File: src/rtl/brs_pkg.sv
`timescale 1ns / 1ps
// ----------------------------------------------------------------------------
// brs_pkg
// Shared constants, types and helpers of the bilinear resize sampler.
// ----------------------------------------------------------------------------
package brs_pkg;

    localparam int COORD_W    = 13;   // holds a source coordinate up to 8191
    localparam int DIM_W      = 14;   // holds an effective dimension up to 8192
    localparam int FRAC_W     = 17;   // Q17 fraction
    localparam int V_W        = 41;   // signed Q17 source coordinate
    localparam int WEIGHT_ONE = 2048;
    localparam int WEIGHT_W   = 12;
    localparam int SUM_SHIFT  = 22;
    localparam int HSUM_W     = 20;
    localparam int SUM_W      = 33;

    localparam logic FUNC_WRITE  = 1'b0;
    localparam logic FUNC_SAMPLE = 1'b1;

    typedef enum logic [1:0] {
        CFG_SOURCE_WIDTH  = 2'd0,
        CFG_SOURCE_HEIGHT = 2'd1,
        CFG_SCALE_X       = 2'd2,
        CFG_SCALE_Y       = 2'd3
    } cfg_index_t;

    typedef struct packed {
        logic [10:0] source_width;
        logic [10:0] source_height;
        logic [26:0] scale_x_q16;
        logic [26:0] scale_y_q16;
    } cfg_t;

    // One classified beat: a store write or a sample with its weights
    typedef struct packed {
        logic                query;
        logic                wr_ok;
        logic [COORD_W-1:0]  col;
        logic [COORD_W-1:0]  row;
        logic [7:0]          pixel;
        logic [WEIGHT_W-1:0] wx0;
        logic [WEIGHT_W-1:0] wx1;
        logic [WEIGHT_W-1:0] wy0;
        logic [WEIGHT_W-1:0] wy1;
    } item_t;

    // round((1 - f) * WEIGHT_ONE), half up, f in Q17
    function automatic logic [WEIGHT_W-1:0] weight0(input logic [FRAC_W-1:0] frac);
        logic [33:0] p;
        p = (34'd131072 - 34'(frac)) * 34'(WEIGHT_ONE) + 34'd65536;
        return p[FRAC_W+WEIGHT_W-1:FRAC_W];
    endfunction

endpackage

File: src/rtl/brs_fifo.sv
`timescale 1ns / 1ps
// ----------------------------------------------------------------------------
// brs_fifo
// Short queue of classified beats between the front and the back.
// ----------------------------------------------------------------------------
module brs_fifo
    import brs_pkg::*;
#(
    parameter int DEPTH = 4
) (
    input  logic  clk,
    input  logic  rst_n,
    input  logic  push,
    input  item_t push_item,
    input  logic  pop,
    output item_t head,
    output logic  full,
    output logic  empty
);

    localparam int PTR_W = $clog2(DEPTH);
    localparam int CNT_W = $clog2(DEPTH + 1);

    item_t            mem_reg [DEPTH];
    logic [PTR_W-1:0] wr_ptr_reg, wr_ptr_next;
    logic [PTR_W-1:0] rd_ptr_reg, rd_ptr_next;
    logic [CNT_W-1:0] count_reg, count_next;

    always_comb
    begin
        wr_ptr_next = wr_ptr_reg;
        rd_ptr_next = rd_ptr_reg;
        count_next  = count_reg;
        if (push)
        begin
            wr_ptr_next = (wr_ptr_reg == PTR_W'(DEPTH - 1)) ? '0 : wr_ptr_reg + 1'b1;
        end
        if (pop)
        begin
            rd_ptr_next = (rd_ptr_reg == PTR_W'(DEPTH - 1)) ? '0 : rd_ptr_reg + 1'b1;
        end
        if (push && !pop)
            count_next = count_reg + 1'b1;
        else if (pop && !push)
            count_next = count_reg - 1'b1;
    end

    always_ff @(posedge clk or negedge rst_n)
    begin
        if (!rst_n)
        begin
            wr_ptr_reg <= '0;
            rd_ptr_reg <= '0;
            count_reg  <= '0;
        end
        else
        begin
            wr_ptr_reg <= wr_ptr_next;
            rd_ptr_reg <= rd_ptr_next;
            count_reg  <= count_next;
        end
    end

    always_ff @(posedge clk)
    begin
        if (push)
        begin
            mem_reg[wr_ptr_reg] <= push_item;
        end
    end

    assign head  = mem_reg[rd_ptr_reg];
    assign full  = (count_reg == CNT_W'(DEPTH));
    assign empty = (count_reg == '0);

    a_no_overflow: assert property (@(posedge clk) disable iff (!rst_n)
        full && push |-> pop)
        else $error("queue overflow");

    a_no_underflow: assert property (@(posedge clk) disable iff (!rst_n)
        pop |-> !empty)
        else $error("queue underflow");

    a_count_tracks: assert property (@(posedge clk) disable iff (!rst_n)
        push && !pop |=> count_reg == $past(count_reg) + 1'b1)
        else $error("queue count lost a push");

endmodule

File: config.mk
export PLATFORM = sky130hd
export DESIGN_NAME = brs_fifo
export DESIGN_NICKNAME = d
export VERILOG_FILES = /design/src/rtl/brs_pkg.sv /design/src/rtl/brs_fifo.sv
export SDC_FILE = /design/constraint.sdc
export NUM_CORES = 1
export LEC_CHECK = 0
export BUFFER_PORTS_ARGS = -buffer_cell sky130_fd_sc_hd__buf_2
export CAP_MARGIN = 25
export CORE_MARGIN = 2
export CORE_UTILIZATION = 39
export DETAILED_ROUTE_END_ITERATION = 8
export GPL_TIMING_DRIVEN = 0
export HOLD_SLACK_MARGIN = 0.05
export PLACE_DENSITY_LB_ADDON = 0.12
export SLEW_MARGIN = 30
export SYNTH_ARGS = -nofsm -noshare
export SYNTH_HDL_FRONTEND = slang
export SYNTH_SLANG_ARGS = --single-unit
File: constraint.sdc
create_clock -name clk -period 3.17 [get_ports clk]
set_clock_uncertainty 0.2 [all_clocks]
set_input_delay 0.634 -clock clk [delete_from_list [all_inputs] [get_ports clk]]
set_output_delay 0.634 -clock clk [all_outputs]
set_load 0.05 [all_outputs]
# [Word-level counts from Yosys, hierarchy flattened]
# Memory sizes are Yosys's and may differ from the RTL's.
# Index checks and enable logic that the tools add are counted.
[word_totals] regBits=7 latch_bits=0 mem_bits_rw=336 romBits=0 output_inout_bits=86 word_cells=23 memories=1
[mem_list] memory="mem_reg" words=4 word_bits=84 rd=1 rd_clocked_by_memory_dff=0 wr=1 line_no="brs_fifo.sv:24" rtl="item_t mem_reg [DEPTH];"
[classes] addsub=4 n_mul=0 div_mod_pow=0 magnitude_cmp=0 eq_ne=3 n_shift=0 muxes=6 bitwise_logic=0 reduce_logical=6
[ops] operator="$mux W3" count=2
[ops] operator="$add A2 B1 Y2 const B" count=2
[ops] operator="$eq A2 B2 Y1 const B" count=2
[ops] operator="$mux W2" count=2
[ops] operator="$add A3 B1 Y3 const B" count=1
[ops] operator="$eq A3 B3 Y1 const B" count=1
[ops] operator="$logic_not A3 Y1" count=1
[ops] operator="$sub A3 B1 Y3 const B" count=1
[ops] operator="$logic_and A1 B1 Y1" count=2
[ops] operator="$logic_not A1 Y1" count=2
[ops] operator="$mux W1" count=2
[ops] operator="$reduce_bool A2 Y1" count=1

# [Longest topological paths before layout]
[logic_depth] word_depth=4 depth_mapped=7 depth_no_buf=7

# [Worst setup path before layout]
# Ideal clock, no wire load.
[synth_path] path_kind="input to register" startpoint="in push" endpoint="mem mem_reg[2][0] (netlist bit), enable pin" setup_time_ps=451 arrival_ps=2586 required_time_ps=2519 slack_ps=-68 cell_stages=1 n_path_buf=0 cell_sequence="and2_1"
[synth_between] elab_chain_cells=2
[synth_lines] item="start, declared" line_no="brs_fifo.sv:13" rtl="input logic push,"
[synth_lines] item="$mux W1" line_no="brs_fifo.sv:66" rtl="if (push)"
[synth_lines] item="$mux W1 (not written as such)" line_no="brs_fifo.sv:68" rtl="mem_reg[wr_ptr_reg] <= push_item;"
[synth_lines] item="end, declared" line_no="brs_fifo.sv:24"
# Every way passes these cells.

==> results.toml <==
[floorplanning]
core_sq_um = 31640
die_y_um = 183.5
dieArea_sq_um = 33690
ios = 174
fp.dieW_um = 183.5
initial_core_util_pct = 39.74
placementRows = 65

[pwr]
p_int_mw = 10.58
power_mw = 16.63
clkPwrFrac_pct = 26.9
p_comb_share_pct = 37.1
p_seq_share_pct = 35.9
power_switching_mw = 6.051
p_per_area_nw_per_um2 = 1076
ir_worst_vdd_mv = 0.5877
switching_share_pct = 36.37
leakage_nw = 5.327

[cells_and_area]
fill_cells = 2604
final_cell_mix = "336 x edfxtp_1, 174 x buf_2, 84 x mux4_2"
largest_reg_flops = 336
layout_commonest_cell = "edfxtp_1"
area_growth_pct = 22.98
drive_gt1_share_pct = 47.52
layout.nets = 793

[global_routing]
overflow = 0
grt_start_max_net_pins = 40
grt_pass1_wl_um = 35330
antenna_found_initial = 4
grtUsageTotal_pct = 13.99
grt_pass1_vias = 6167

[route]
wirelength_um = 23320
drt_pass1_iterations = 6
antenna_left = 0
wl_per_cell_um = 20.63
drtIter0Drc = 329
vias = 5658
remaining_drc_errors = 0
via_per_inst = 5.007

[hold_path]
min_from = "push_item[24]"
min_path_type = "input pin to flip-flop"
min_delay_path_depth = 1
worstHoldEndpoint = "mem_reg[3][24]"

[synth]
avgSynthCellArea_sq_um = 26.41
synth_area_sq_um = 12570
syn_inst = 476
yosysSeqAreaShare_pct = 81.66
synth-seq-cells = 343
synth_cell_type_count = 21
syn-num-nets = 571
yosys_warnings = 0

[setup_path]
r2r_slack_ns = 1.31
arrival_ns = 2.18
critPathMaxFanout = 10
start_kind = "flip-flop"
endpoint_kind = "primary output"
crit_required_ns = 2.34
r2r_end = "mem_reg[2][22]"
r2r-start = "wr_ptr_reg[0]"
critPathKind = "flip-flop to primary output"
reg2reg_depth = 4

[flow_run]
maxCapViolCount = 0

[clocking]
h-tree-depth = 2
clk_latency_ns = 0.51
post_cts_buffers = 0
cts_tree = "done"
cts.sinks = 343
cts_root_buffer = "clkbuf_16"
clockBufferDepth = 3
path_clk_slew_ns = 0.06
cts_buffers = 38

[placed_design]
gp_congestion = 0.6790
port_buffers = 173
hpwl_um = 14760

[timing]
final.min_clock_period_ns = 3.011
rsz0062_at_grt = "no"
period_share_pct = 95.00
hold_viol = 0
final-setup-viol-count = 0
relSlewSlack_pct = 58.53
tightest_slew_ns = 0.6221
fmax_mhz = 332.1
slew_violations = 0
timing.setup.tns_ns = 0

[outcome]
status = "finished, final reports clean"
## kinds of logic after synthesis
| group | Yosys count | synth area share (%) |
|---|---|---|
| multiplexers | 87 | 15.32 |
| buffers and inverters | 23 | 1.533 |
| AO/OA/AOI/OAI | 2 | 0.07963 |
| flip-flops | 343 | 81.66 |
| AND/OR/NAND/NOR | 11 | 0.4479 |
| XOR/XNOR | 3 | 0.2091 |
| adder cells (fa/ha/maj) | 7 | 0.7564 |
## power by group through the flow
stage	logic (mW)	registers [mW]	clock network [mW]
after floorplan	4.81	6.04	0
after global placement	6.10	6.10	0
after detailed placement	6.30	6.08	0
after CTS	6.31	5.99	4.61
after global routing	6.55	6.04	4.79
final	6.18	5.98	4.48
## cell type report
type	count	area, sq um	area share (%)
Inverter	4	15.01	0.09712
Buffer	19	190.2	1.230
Antenna cell	2	5.005	0.03237
Clock inverter	25	301.5	1.950
Tap cell	402	503.0	3.253
Sequential cell	343	10260	66.40
Timing Repair Buffer	182	1066	6.895
Clock buffer	43	991.0	6.410
Multi-Input combinational cell	110	2123	13.73
## per-stage QoR
stage	instances	worst slack, ns	cell area (sq um)	hold slack, ns	utilization (%)
detailed placement	1059	0.5882	14140	0.2893	44.69
floorplan	476	0.7368	12580	0.1384	-
global placement	1051	-0.1662	13940	0.2748	44.08
finish	1130	0.1585	15460	0.1337	48.87
CTS	1128	0.02264	15440	0.1060	48.81
global route	1128	0.009220	15450	0.1112	48.85
## routing by layer
layer  wire length [um]  GRT usage [%]  up-vias
met2              11730          23.98      162
met3               1828          4.517       41
li1                   -              -     2494
met5                 26              0        -
met1               9327          16.95     2957
met4                404          4.192        4
## worst max-delay path: stages, from the launching register on
cell and delay, ns:
dfrtp_1 0.46, buf_2 0.31, clkbuf_4 0.32, mux4_2 0.33, buf_2 0.24
## worst max-delay path by stage
| stage | startpoint | end | slack (ns) | cells after the start |
|---|---|---|---|---|
| final | rd_ptr_reg[1] | head[63] | 0.16 | 4 |
| after global routing | rd_ptr_reg[1] | head[25] | 0.009 | 4 |
| after CTS | rd_ptr_reg[1] | head[63] | 0.02 | 4 |
| after detailed placement | rd_ptr_reg[1] | head[23] | 0.59 | 4 |
| after global placement | push | mem_reg[2][51] | -0.17 | 2 |
| after floorplan | count_reg[0] | full | 0.74 | 1 |
## what timing repair did
item                                    in CTS  in global routing
hold buffers                                 1                  0
hold endpoints to repair                     7                  0
resized for setup                            0                  5
endpoints found under the setup margin       0                 35
## synth_stat cells
master / n / area share, %
nor3b_1: 1 / 0.060
edfxtp_1: 336 / 80
xor2_1: 2 / 0.14
and2_1: 4 / 0.20
mux4_2: 84 / 15
dfrtp_1: 7 / 1.4
buf_4: 4 / 0.24
fa_1: 1 / 0.16
buf_8: 1 / 0.12
o21ai_0: 2 / 0.080
buf_12: 4 / 0.64
nor2_1: 3 / 0.090
nand2_1: 2 / 0.060
nor3_1: 1 / 0.040
buf_2: 6 / 0.24
mux2_2: 3 / 0.27
xnor2_1: 1 / 0.070
inv_1: 4 / 0.12
buf_1: 3 / 0.090
buf_6: 1 / 0.090
ha_1: 6 / 0.60
Power figures use the tool's default switching activity.
