**config.mk**
```make
export PLATFORM = sky130hd
export DESIGN_NAME = brs_front_flat
export DESIGN_NICKNAME = d
export VERILOG_FILES = /design/src/rtl/brs_pkg.sv /design/src/rtl/brs_if.sv /design/src/rtl/brs_front.sv /design/src/flat_wrapper.sv
export SDC_FILE = /design/constraint.sdc
export NUM_CORES = 2
export LEC_CHECK = 0
export BUFFER_PORTS_ARGS = -buffer_cell sky130_fd_sc_hd__buf_2
export CAP_MARGIN = 20
export CORE_UTILIZATION = 45
export CTS_CLUSTER_SIZE = 8
export DETAILED_ROUTE_END_ITERATION = 16
export PLACE_DENSITY_LB_ADDON = 0.15
export RECOVER_POWER = 25
export SKIP_LAST_GASP = 1
export SLEW_MARGIN = 5
export SYNTH_ARGS = -nofsm -noshare
export SYNTH_HDL_FRONTEND = slang
export SYNTH_SLANG_ARGS = --single-unit
```
**constraint.sdc**
```tcl
create_clock -name clk -period 8.58 [get_ports clk]
set_input_delay 0.858 -clock clk [delete_from_list [all_inputs] [get_ports clk]]
set_output_delay 0.858 -clock clk [all_outputs]
set_load 0.005 [all_outputs]
```
**src/rtl/brs_pkg.sv**
```systemverilog
`timescale 1ns / 1ps
// ----------------------------------------------------------------------------
// brs_pkg
// Shared constants, types and helpers of the bilinear resize sampler.
// ----------------------------------------------------------------------------
package brs_pkg;

    localparam int COORD_W    = 13;   // holds a source coordinate up to 8191
    localparam int DIM_W      = 14;   // holds an effective dimension up to 8192
    localparam int FRAC_W     = 17;   // Q17 fraction
    localparam int V_W        = 41;   // signed Q17 source coordinate
    localparam int WEIGHT_ONE = 2048;
    localparam int WEIGHT_W   = 12;
    localparam int SUM_SHIFT  = 22;
    localparam int HSUM_W     = 20;
    localparam int SUM_W      = 33;

    localparam logic FUNC_WRITE  = 1'b0;
    localparam logic FUNC_SAMPLE = 1'b1;

    typedef enum logic [1:0] {
        CFG_SOURCE_WIDTH  = 2'd0,
        CFG_SOURCE_HEIGHT = 2'd1,
        CFG_SCALE_X       = 2'd2,
        CFG_SCALE_Y       = 2'd3
    } cfg_index_t;

    typedef struct packed {
        logic [10:0] source_width;
        logic [10:0] source_height;
        logic [26:0] scale_x_q16;
        logic [26:0] scale_y_q16;
    } cfg_t;

    // One classified beat: a store write or a sample with its weights
    typedef struct packed {
        logic                query;
        logic                wr_ok;
        logic [COORD_W-1:0]  col;
        logic [COORD_W-1:0]  row;
        logic [7:0]          pixel;
        logic [WEIGHT_W-1:0] wx0;
        logic [WEIGHT_W-1:0] wx1;
        logic [WEIGHT_W-1:0] wy0;
        logic [WEIGHT_W-1:0] wy1;
    } item_t;

    // round((1 - f) * WEIGHT_ONE), half up, f in Q17
    function automatic logic [WEIGHT_W-1:0] weight0(input logic [FRAC_W-1:0] frac);
        logic [33:0] p;
        p = (34'd131072 - 34'(frac)) * 34'(WEIGHT_ONE) + 34'd65536;
        return p[FRAC_W+WEIGHT_W-1:FRAC_W];
    endfunction

endpackage

```
**src/rtl/brs_if.sv**
```systemverilog
`timescale 1ns / 1ps
// ----------------------------------------------------------------------------
// brs_if
// Input and output channels of the bilinear resize sampler.
// ----------------------------------------------------------------------------
interface brs_in_if;
    logic        valid;
    logic        ready;
    logic        func;
    logic [9:0]  src_col;
    logic [9:0]  src_row;
    logic [7:0]  src_pixel;
    logic [11:0] dst_col;
    logic [11:0] dst_row;

    modport source (output valid, func, src_col, src_row, src_pixel, dst_col, dst_row,
                    input ready);
    modport sink (input valid, func, src_col, src_row, src_pixel, dst_col, dst_row,
                  output ready);
endinterface


```
**src/rtl/brs_front.sv**
```systemverilog
`timescale 1ns / 1ps
// ----------------------------------------------------------------------------
// brs_front
// Accepts beats, maps sample coordinates to the source grid, clamps them
// and derives the blend weights. Three stages, stalled as a whole.
// ----------------------------------------------------------------------------
module brs_front
    import brs_pkg::*;
#(
    parameter int MAX_WIDTH  = 1024,
    parameter int MAX_HEIGHT = 1024
) (
    input  logic  clk,
    input  logic  rst_n,
    brs_in_if.sink in_ch,
    input  cfg_t  cfg,
    input  logic  room,
    output logic  push,
    output item_t item
);

    localparam logic [DIM_W-1:0] MAX_W = DIM_W'(MAX_WIDTH);
    localparam logic [DIM_W-1:0] MAX_H = DIM_W'(MAX_HEIGHT);

    logic f1_v_reg, f1_v_next;
    logic f2_v_reg, f2_v_next;
    logic f3_v_reg, f3_v_next;

    logic        f1_func_reg;
    logic [9:0]  f1_col_reg;
    logic [9:0]  f1_row_reg;
    logic [7:0]  f1_pix_reg;
    logic [11:0] f1_dcol_reg;
    logic [11:0] f1_drow_reg;

    logic                    f2_func_reg;
    logic                    f2_wr_ok_reg;
    logic [9:0]              f2_col_reg;
    logic [9:0]              f2_row_reg;
    logic [7:0]              f2_pix_reg;
    logic signed [V_W-1:0]   f2_vx_reg;
    logic signed [V_W-1:0]   f2_vy_reg;
    logic [DIM_W-1:0]        f2_w_reg;
    logic [DIM_W-1:0]        f2_h_reg;

    item_t f3_item_reg;

    logic                  adv;
    logic [39:0]           prod_x;
    logic [39:0]           prod_y;
    logic signed [V_W-1:0] vx;
    logic signed [V_W-1:0] vy;
    logic [DIM_W-1:0]      sw;
    logic [DIM_W-1:0]      sh;
    logic [DIM_W-1:0]      w_eff;
    logic [DIM_W-1:0]      h_eff;
    logic                  wr_ok;

    logic signed [23:0]     sxf;
    logic signed [23:0]     syf;
    logic signed [24:0]     wm1;
    logic signed [24:0]     wm2;
    logic signed [24:0]     hm2;
    logic                   x_lo;
    logic                   x_hi;
    logic [COORD_W-1:0]     sx;
    logic [COORD_W-1:0]     sy;
    logic [FRAC_W-1:0]      fx;
    logic [FRAC_W-1:0]      fy;
    item_t                  item_next;

    assign adv         = room;
    assign in_ch.ready = adv;

    // Stage 2: Q17 source coordinate, effective dimensions, write range check
    always_comb
    begin
        prod_x = 40'({f1_dcol_reg, 1'b1}) * 40'(cfg.scale_x_q16);
        prod_y = 40'({f1_drow_reg, 1'b1}) * 40'(cfg.scale_y_q16);
        vx     = $signed({1'b0, prod_x}) - 41'sd65536;
        vy     = $signed({1'b0, prod_y}) - 41'sd65536;
        sw     = DIM_W'(cfg.source_width);
        sh     = DIM_W'(cfg.source_height);
        if (sw < DIM_W'(2))
            w_eff = DIM_W'(2);
        else if (sw > MAX_W)
            w_eff = MAX_W;
        else
            w_eff = sw;
        if (sh < DIM_W'(2))
            h_eff = DIM_W'(2);
        else if (sh > MAX_H)
            h_eff = MAX_H;
        else
            h_eff = sh;
        wr_ok = (DIM_W'(f1_col_reg) < MAX_W) && (DIM_W'(f1_row_reg) < MAX_H);
    end

    // Stage 3: floor, clamp, weights
    always_comb
    begin
        sxf  = $signed(f2_vx_reg[V_W-1:FRAC_W]);
        syf  = $signed(f2_vy_reg[V_W-1:FRAC_W]);
        wm1  = $signed({11'b0, f2_w_reg}) - 25'sd1;
        wm2  = $signed({11'b0, f2_w_reg}) - 25'sd2;
        hm2  = $signed({11'b0, f2_h_reg}) - 25'sd2;
        x_lo = sxf < 24'sd0;
        x_hi = 25'(sxf) >= wm1;
        fx   = f2_vx_reg[FRAC_W-1:0];
        fy   = f2_vy_reg[FRAC_W-1:0];
        if (x_lo)
        begin
            sx = '0;
            fx = '0;
        end
        else if (x_hi)
        begin
            sx = wm2[COORD_W-1:0];
            fx = '0;
        end
        else
        begin
            sx = sxf[COORD_W-1:0];
        end
        // a clamped row keeps its fraction
        if (25'(syf) > hm2)
            sy = hm2[COORD_W-1:0];
        else if (syf < 24'sd0)
            sy = '0;
        else
            sy = syf[COORD_W-1:0];

        item_next.query = (f2_func_reg == FUNC_SAMPLE);
        item_next.wr_ok = f2_wr_ok_reg;
        item_next.pixel = f2_pix_reg;
        item_next.wx0   = weight0(fx);
        item_next.wx1   = WEIGHT_W'(WEIGHT_ONE) - item_next.wx0;
        item_next.wy0   = weight0(fy);
        item_next.wy1   = WEIGHT_W'(WEIGHT_ONE) - item_next.wy0;
        if (f2_func_reg == FUNC_SAMPLE)
        begin
            item_next.col = sx;
            item_next.row = sy;
        end
        else
        begin
            item_next.col = COORD_W'(f2_col_reg);
            item_next.row = COORD_W'(f2_row_reg);
        end
    end

    always_comb
    begin
        f1_v_next = f1_v_reg;
        f2_v_next = f2_v_reg;
        f3_v_next = f3_v_reg;
        if (adv)
        begin
            f1_v_next = in_ch.valid;
            f2_v_next = f1_v_reg;
            f3_v_next = f2_v_reg;
        end
    end

    always_ff @(posedge clk or negedge rst_n)
    begin
        if (!rst_n)
        begin
            f1_v_reg <= 1'b0;
            f2_v_reg <= 1'b0;
            f3_v_reg <= 1'b0;
        end
        else
        begin
            f1_v_reg <= f1_v_next;
            f2_v_reg <= f2_v_next;
            f3_v_reg <= f3_v_next;
        end
    end

    always_ff @(posedge clk)
    begin
        if (adv)
        begin
            f1_func_reg  <= in_ch.func;
            f1_col_reg   <= in_ch.src_col;
            f1_row_reg   <= in_ch.src_row;
            f1_pix_reg   <= in_ch.src_pixel;
            f1_dcol_reg  <= in_ch.dst_col;
            f1_drow_reg  <= in_ch.dst_row;
            f2_func_reg  <= f1_func_reg;
            f2_wr_ok_reg <= wr_ok;
            f2_col_reg   <= f1_col_reg;
            f2_row_reg   <= f1_row_reg;
            f2_pix_reg   <= f1_pix_reg;
            f2_vx_reg    <= vx;
            f2_vy_reg    <= vy;
            f2_w_reg     <= w_eff;
            f2_h_reg     <= h_eff;
            f3_item_reg  <= item_next;
        end
    end

    assign push = f3_v_reg && adv;
    assign item = f3_item_reg;

endmodule

```
**src/flat_wrapper.sv**
```systemverilog
// flat-port wrapper written by rule: the top's interface ports become plain ports
module brs_front_flat import brs_pkg::*;
#(
    parameter int MAX_WIDTH  = 1024,
    parameter int MAX_HEIGHT = 1024
)
  (clk, rst_n, cfg, room, push, item, in_ch_valid, in_ch_func, in_ch_src_col, in_ch_src_row, in_ch_src_pixel, in_ch_dst_col, in_ch_dst_row, in_ch_ready);
  brs_in_if in_ch_i ();
  input  logic clk;
  input  logic rst_n;
  input  cfg_t cfg;
  input  logic room;
  output logic push;
  output item_t item;
  input wire logic [$bits(in_ch_i.valid)-1:0] in_ch_valid;
  input wire logic [$bits(in_ch_i.func)-1:0] in_ch_func;
  input wire logic [$bits(in_ch_i.src_col)-1:0] in_ch_src_col;
  input wire logic [$bits(in_ch_i.src_row)-1:0] in_ch_src_row;
  input wire logic [$bits(in_ch_i.src_pixel)-1:0] in_ch_src_pixel;
  input wire logic [$bits(in_ch_i.dst_col)-1:0] in_ch_dst_col;
  input wire logic [$bits(in_ch_i.dst_row)-1:0] in_ch_dst_row;
  output wire logic [$bits(in_ch_i.ready)-1:0] in_ch_ready;
  assign in_ch_i.valid = in_ch_valid;
  assign in_ch_i.func = in_ch_func;
  assign in_ch_i.src_col = in_ch_src_col;
  assign in_ch_i.src_row = in_ch_src_row;
  assign in_ch_i.src_pixel = in_ch_src_pixel;
  assign in_ch_i.dst_col = in_ch_dst_col;
  assign in_ch_i.dst_row = in_ch_dst_row;
  assign in_ch_ready = in_ch_i.ready;
  brs_front #(.MAX_WIDTH(MAX_WIDTH), .MAX_HEIGHT(MAX_HEIGHT)) u_core (.clk(clk), .rst_n(rst_n), .in_ch(in_ch_i), .cfg(cfg), .room(room), .push(push), .item(item));
endmodule
```
**Word level (Yosys, flattened, before mapping)**

Cells that the tools add are included.
Widths: inputs -> output; s select.

- Flip-flop bits (word level): 275
- Bits of input ports: 133
- Output and inout bits: 86
- Word-level logic and storage cells: 64

- $add $sub $neg: 11
- Multipliers: 2
- Order comparisons: 8
- Multiplexer cells: 9
- Bitwise logic cells: 1
- Reductions and logical operators: 4

Operators by type and width:

| kind | number |
|---|---|
| $sub 40x17->41 const B | 2 |
| $mul 13x27->40 | 2 |
| $add 29x17->29 const B | 2 |
| $lt 24x1->1 const B | 2 |
| $mux 13 | 3 |
| $sub 18x17->18 const A | 2 |
| $mux 17 | 2 |
| $ge 24x12->1 | 1 |
| $gt 24x15->1 | 1 |
| $sub 12x12->12 const A | 2 |
| $mux 23 | 1 |
| $gt 11x11->1 const B | 2 |
| $lt 11x2->1 const B | 2 |
| $mux 11 | 2 |
| $sub 14x2->15 const B | 1 |
| $sub 11x1->12 const B | 1 |
| $sub 11x2->12 const B | 1 |
| $mux 10 | 1 |
| $reduce_or 2->1 | 3 |
| $logic_and 1x1->1 | 1 |
| $not 1->1 | 1 |

**Logic depth before layout (Yosys ltp)**

- Depth in word-level cells: 7
- Gate-level depth with buffers: 24
- Gate-level depth less buffers: 23

**Worst setup path before layout**

OpenSTA, ideal clock, no wires.

- Kind: input-to-reg
- From: input port cfg[6] in the netlist's numbering
- To: register u_core.f2_vy_reg[40], data pin
- Data arrival time: 6.392 ns
- Data required time: 8.317 ns
- Path slack: 1.925 ns
- Stages on the path: 19
- Buffers on the path: 1
- Cell sequence: clkbuf_1 > nand2_1 > fa_1 > inv_1 > fa_1 > inv_1 > fa_1 > inv_1 > fa_1 > fa_1 > ha_1 > ha_1 > or3_1 > o32ai_1 > o221ai_1 > a2111oi_0 > or3_1 > a21oi_1 > nand3b_1

- Word-level cells in the longest chain between the ends: 2

RTL lines:

| what | RTL line | RTL |
|---|---|---|
| start, declared | flat_wrapper.sv:11 | `input cfg_t cfg;` |
| $mul 13x27->40 | brs_front.sv:79 | `prod_y = 40'({f1_drow_reg, 1'b1}) * 40'(cfg.scale_y_q16);` |
| $sub 40x17->41 | brs_front.sv:81 | `vy = $signed({1'b0, prod_y}) - 41'sd65536;` |
| via u_core.vy[40] | brs_front.sv:52 | `logic signed [V_W-1:0] vy;` |
| end signal, assigned | brs_front.sv:197 | `f2_vy_reg <= vy;` |
| end, declared | brs_front.sv:42 | `logic signed [V_W-1:0] f2_vy_reg;` |

The timed path passes the listed nets, and every way through them passes these cells.
A chain may end at the register's enable or synchronous reset.

==> results.txt <==
The floorplan step defined a core boundary enclosing 0.0746 mm2. The clock transition at the registers of the reported paths is 50 ps. In the layout the commonest cells are sky130_fd_sc_hd__inv_1 (557), sky130_fd_sc_hd__fa_1 (548), sky130_fd_sc_hd__nand2_1 (485). The average wire per standard cell came out at between 15 and 20 um. For this run, the register share of the synthesized area comes to around a quarter. The buffers inserted during post-CTS setup optimization came out at 0. Leaving out fill and tap cells, the most frequent cell in the layout is sky130_fd_sc_hd__inv_1. The width of the die came out at roughly 280 um. After synthesis, the largest area contributor takes up 32.3% of total cell area. For this run, the post-layout net count is 4436.

The share of the clock period used by the worst path came out at 85.4%. Traced cell by cell, the critical path runs through inv_1, ha_1, nand2_1, or3_1, or3_1, nor3_1, nand2_1, ha_1, or4b_2, a221oi_1, o21ai_0, a21oi_1, nand4_1, nor3b_1, ha_1, inv_1, nor4_1, a21oi_1, or3b_2, a211oi_2, nand3_2, mux2_4, o22ai_2. The area growth from synthesis to layout is 9.08%. The flow ran to the end, but the final reports show violations. The max-slew violation count was 119.

The flip-flop and latch count after synthesis is 270. The total number of H-tree levels is 2. The worst min-delay path class is primary input to asynchronous set/reset pin. For this configuration, the core starts out at a cell density of between 40% and 50%. The routed via count came out at 23200. The maximum cell stage delay along the critical path came out at 600 ps.

The required time of the critical path is around 9000 ps. In the post-synthesis netlist, the biggest area contributors are sky130_fd_sc_hd__fa_1 (32%), sky130_fd_sc_hd__edfxtp_1 (24%), sky130_fd_sc_hd__ha_1 (12%). STA classifies the critical path startpoint as a flop. For this block, the routed nets add up to 81.7 mm of wire. The slew at the pin with the worst max-slew slack is 5540 ps.

The number of clock buffers added by TritonCTS is 40. The average size of a mapped cell is between 10 and 15 um2. The last weighted congestion value of the routability-driven placer came out at about 0.85. Among the stages of the critical path, the cell type that occurs most often is sky130_fd_sc_hd__ha_1. In this run the worst setup path begins at u_core.f2_w_reg[2]$_SDFFCE_PP0P_. Row generation in the floorplan step produced 100 rows. The data arrival time at the worst-slack endpoint is 7690 ps.

The number of global-route vias before repair came out at 24400. The relative slew slack came out at -269%. The largest total area in the synthesized netlist belongs to sky130_fd_sc_hd__fa_1. The detailed-router iteration count before antenna repair is 5.

The cell at the root of the clock tree is sky130_fd_sc_hd__clkbuf_16. The detail route stage leaves a number of antenna-violating nets equal to 0. After synthesis, the share of flip-flops with an asynchronous set or reset is 1.11%.

The total of warnings raised by yosys came out at 0. TritonCTS built the clock tree. The hold violation count in the final report came out at 0. The netlist area before placement came out at 0.0339 mm2. The kind of cell adding the most delay to the critical path is simple AND/OR/NAND/NOR gates. The gate count of the mapped netlist is roughly 3300.

Setup violations remaining at the end of the flow were counted as 0. The die footprint came out at 0.0765 mm2. The count of port buffers added during placement came out at 217. The worst-path maximum fanout came out at 13.

The global-route wire length before repair is ~130 mm. The checks that failed: max-capacitance violations, max-slew violations. In this run the cell area measured after placement is between 0.03 and 0.04 mm2.

Based on the critical path, the design can be clocked at up to 0.137 GHz. The count of buffer and inverter cells on the critical path came out at 2. The area of all placed cells without fillers came out at 0.0370 mm2. The clock passes through at most 3 buffers. The average via count per standard cell came out at 5.23. Of the cells placed in the final design, the portion with a size suffix greater than 1 is between 8 and 9%. The sum of overflow across all layers after global routing is 0. STA classifies the critical path endpoint as a flop. The clock latency reported for the late side of the worst-skew pair is around 570 ps.

The global-route total usage across every layer is approximately 22%. Counting flops with a built-in enable in the synthesized netlist gives 267. The die height came out at 277 um. The number of DRC markers in iteration 0 is 1459. Setup repair after global routing left no endpoint under its margin. The final critical path time including I/O delays and setup is 7320 ps. The setup path with the least slack is of type flop to flop. The total of hold buffers inserted after clock tree synthesis is 0.

The half-perimeter wire length of the detailed placement result came out at ~64 mm. The summed negative setup slack over all endpoints came out at 0 ps. The largest net degree at the start of global routing is 90. The TritonCTS sink count is 270. between 200 and 250 I/O pins were placed. When the netlist entered floorplanning its net count stood at ~4300.

The total of cells resized after clock tree synthesis came out at 0. In this run the critical register-to-register path is launched from u_core.f2_w_reg[2]$_SDFFCE_PP0P_. The max-capacitance violation count is 2. The number of remaining DRC errors came out at 0. The most instantiated flip-flop cell in the synthesis netlist is sky130_fd_sc_hd__edfxtp_1. The clock skew after layout came out at 29.1 ps. The number of antenna violations at the first check in global routing was 6. The largest individual stage delay along the critical path comes from the cell sky130_fd_sc_hd__or4b_2. The count of cell types in the netlist is 82.

The number of flip-flops under the largest register name is 81.
-- per-layer routing --
layer / track usage [%] / part of all wire (%) / up-vias
li1: - / - / 10800
met1: 32.6 / 47 / 11700
met2: 35.3 / 45 / 614
met3: 3.47 / 5.8 / 54
met4: 3.60 / 1.2 / 2
met5: 0 / 0.016 / -
-- area by class of cell --
type                    instances  area [um2]
diodes                          3        7.51
clock buffers                  56        1080
clock inverters                 5         110
fillers                      6894       37500
inverters                     557        2090
multi-input cells            2328       23200
flip-flops and latches        270        8090
well taps                     969        1210
repair buffers                240        1240
-- final timing paths --
path | end | slack [ps] | depth (start not counted)
hold reg to reg | u_core.f2_func_reg$_DFFE_PP_ | 420 | 0
min in group clk | u_core.f2_func_reg$_DFFE_PP_ | 420 | 0
hold / removal | u_core.f2_v_reg$_DFFE_PN0P_ | 110 | 1
max in group asynchronous | u_core.f1_v_reg$_DFFE_PN0P_ | 8320 | 1
setup / recovery | u_core.item[34]$_DFFE_PP_ | 1260 | 23
setup reg to reg | u_core.item[34]$_DFFE_PP_ | 1260 | 23
-- kinds of logic after synthesis --
family          after synthesis  share of synthesized area, %
simple gates               1020                          14.6
fa+ha+maj                   867                          44.1
xor+xnor                    117                          3.04
flops                       270                          23.8
other cells                   1                        0.0110
buf+inv                     701                          7.84
mux                          24                         0.770
compound gates              299                          5.83
-- stage by stage --
stage / utilization (%) / hold WS [ps] / instances / setup slack, ps
3_5_place_dp: 48.1 / 405 / 4363 / 1310
2_1_floorplan: - / 400 / 3299 / 1930
3_3_place_gp: 48.1 / 401 / 4363 / 1300
4_1_cts: 49.7 / 69.4 / 4424 / 1280
5_1_grt: 49.6 / 101 / 4428 / 637
6_report: 49.6 / 110 / 4428 / 1260
-- Yosys cell counts, types with 47 or more instances --
master,number
sky130_fd_sc_hd__inv_1,557
sky130_fd_sc_hd__fa_1,548
sky130_fd_sc_hd__nand2_1,485
sky130_fd_sc_hd__ha_1,318
sky130_fd_sc_hd__edfxtp_1,267
sky130_fd_sc_hd__and2_1,227
sky130_fd_sc_hd__clkbuf_1,136
sky130_fd_sc_hd__nor2_1,88
sky130_fd_sc_hd__a21oi_1,80
sky130_fd_sc_hd__xnor2_1,74
sky130_fd_sc_hd__o21ai_0,48
sky130_fd_sc_hd__a21o_1,47
Power is not shown: default switching activity piles up to over one toggle a cycle in this logic, so the estimate is an artifact.
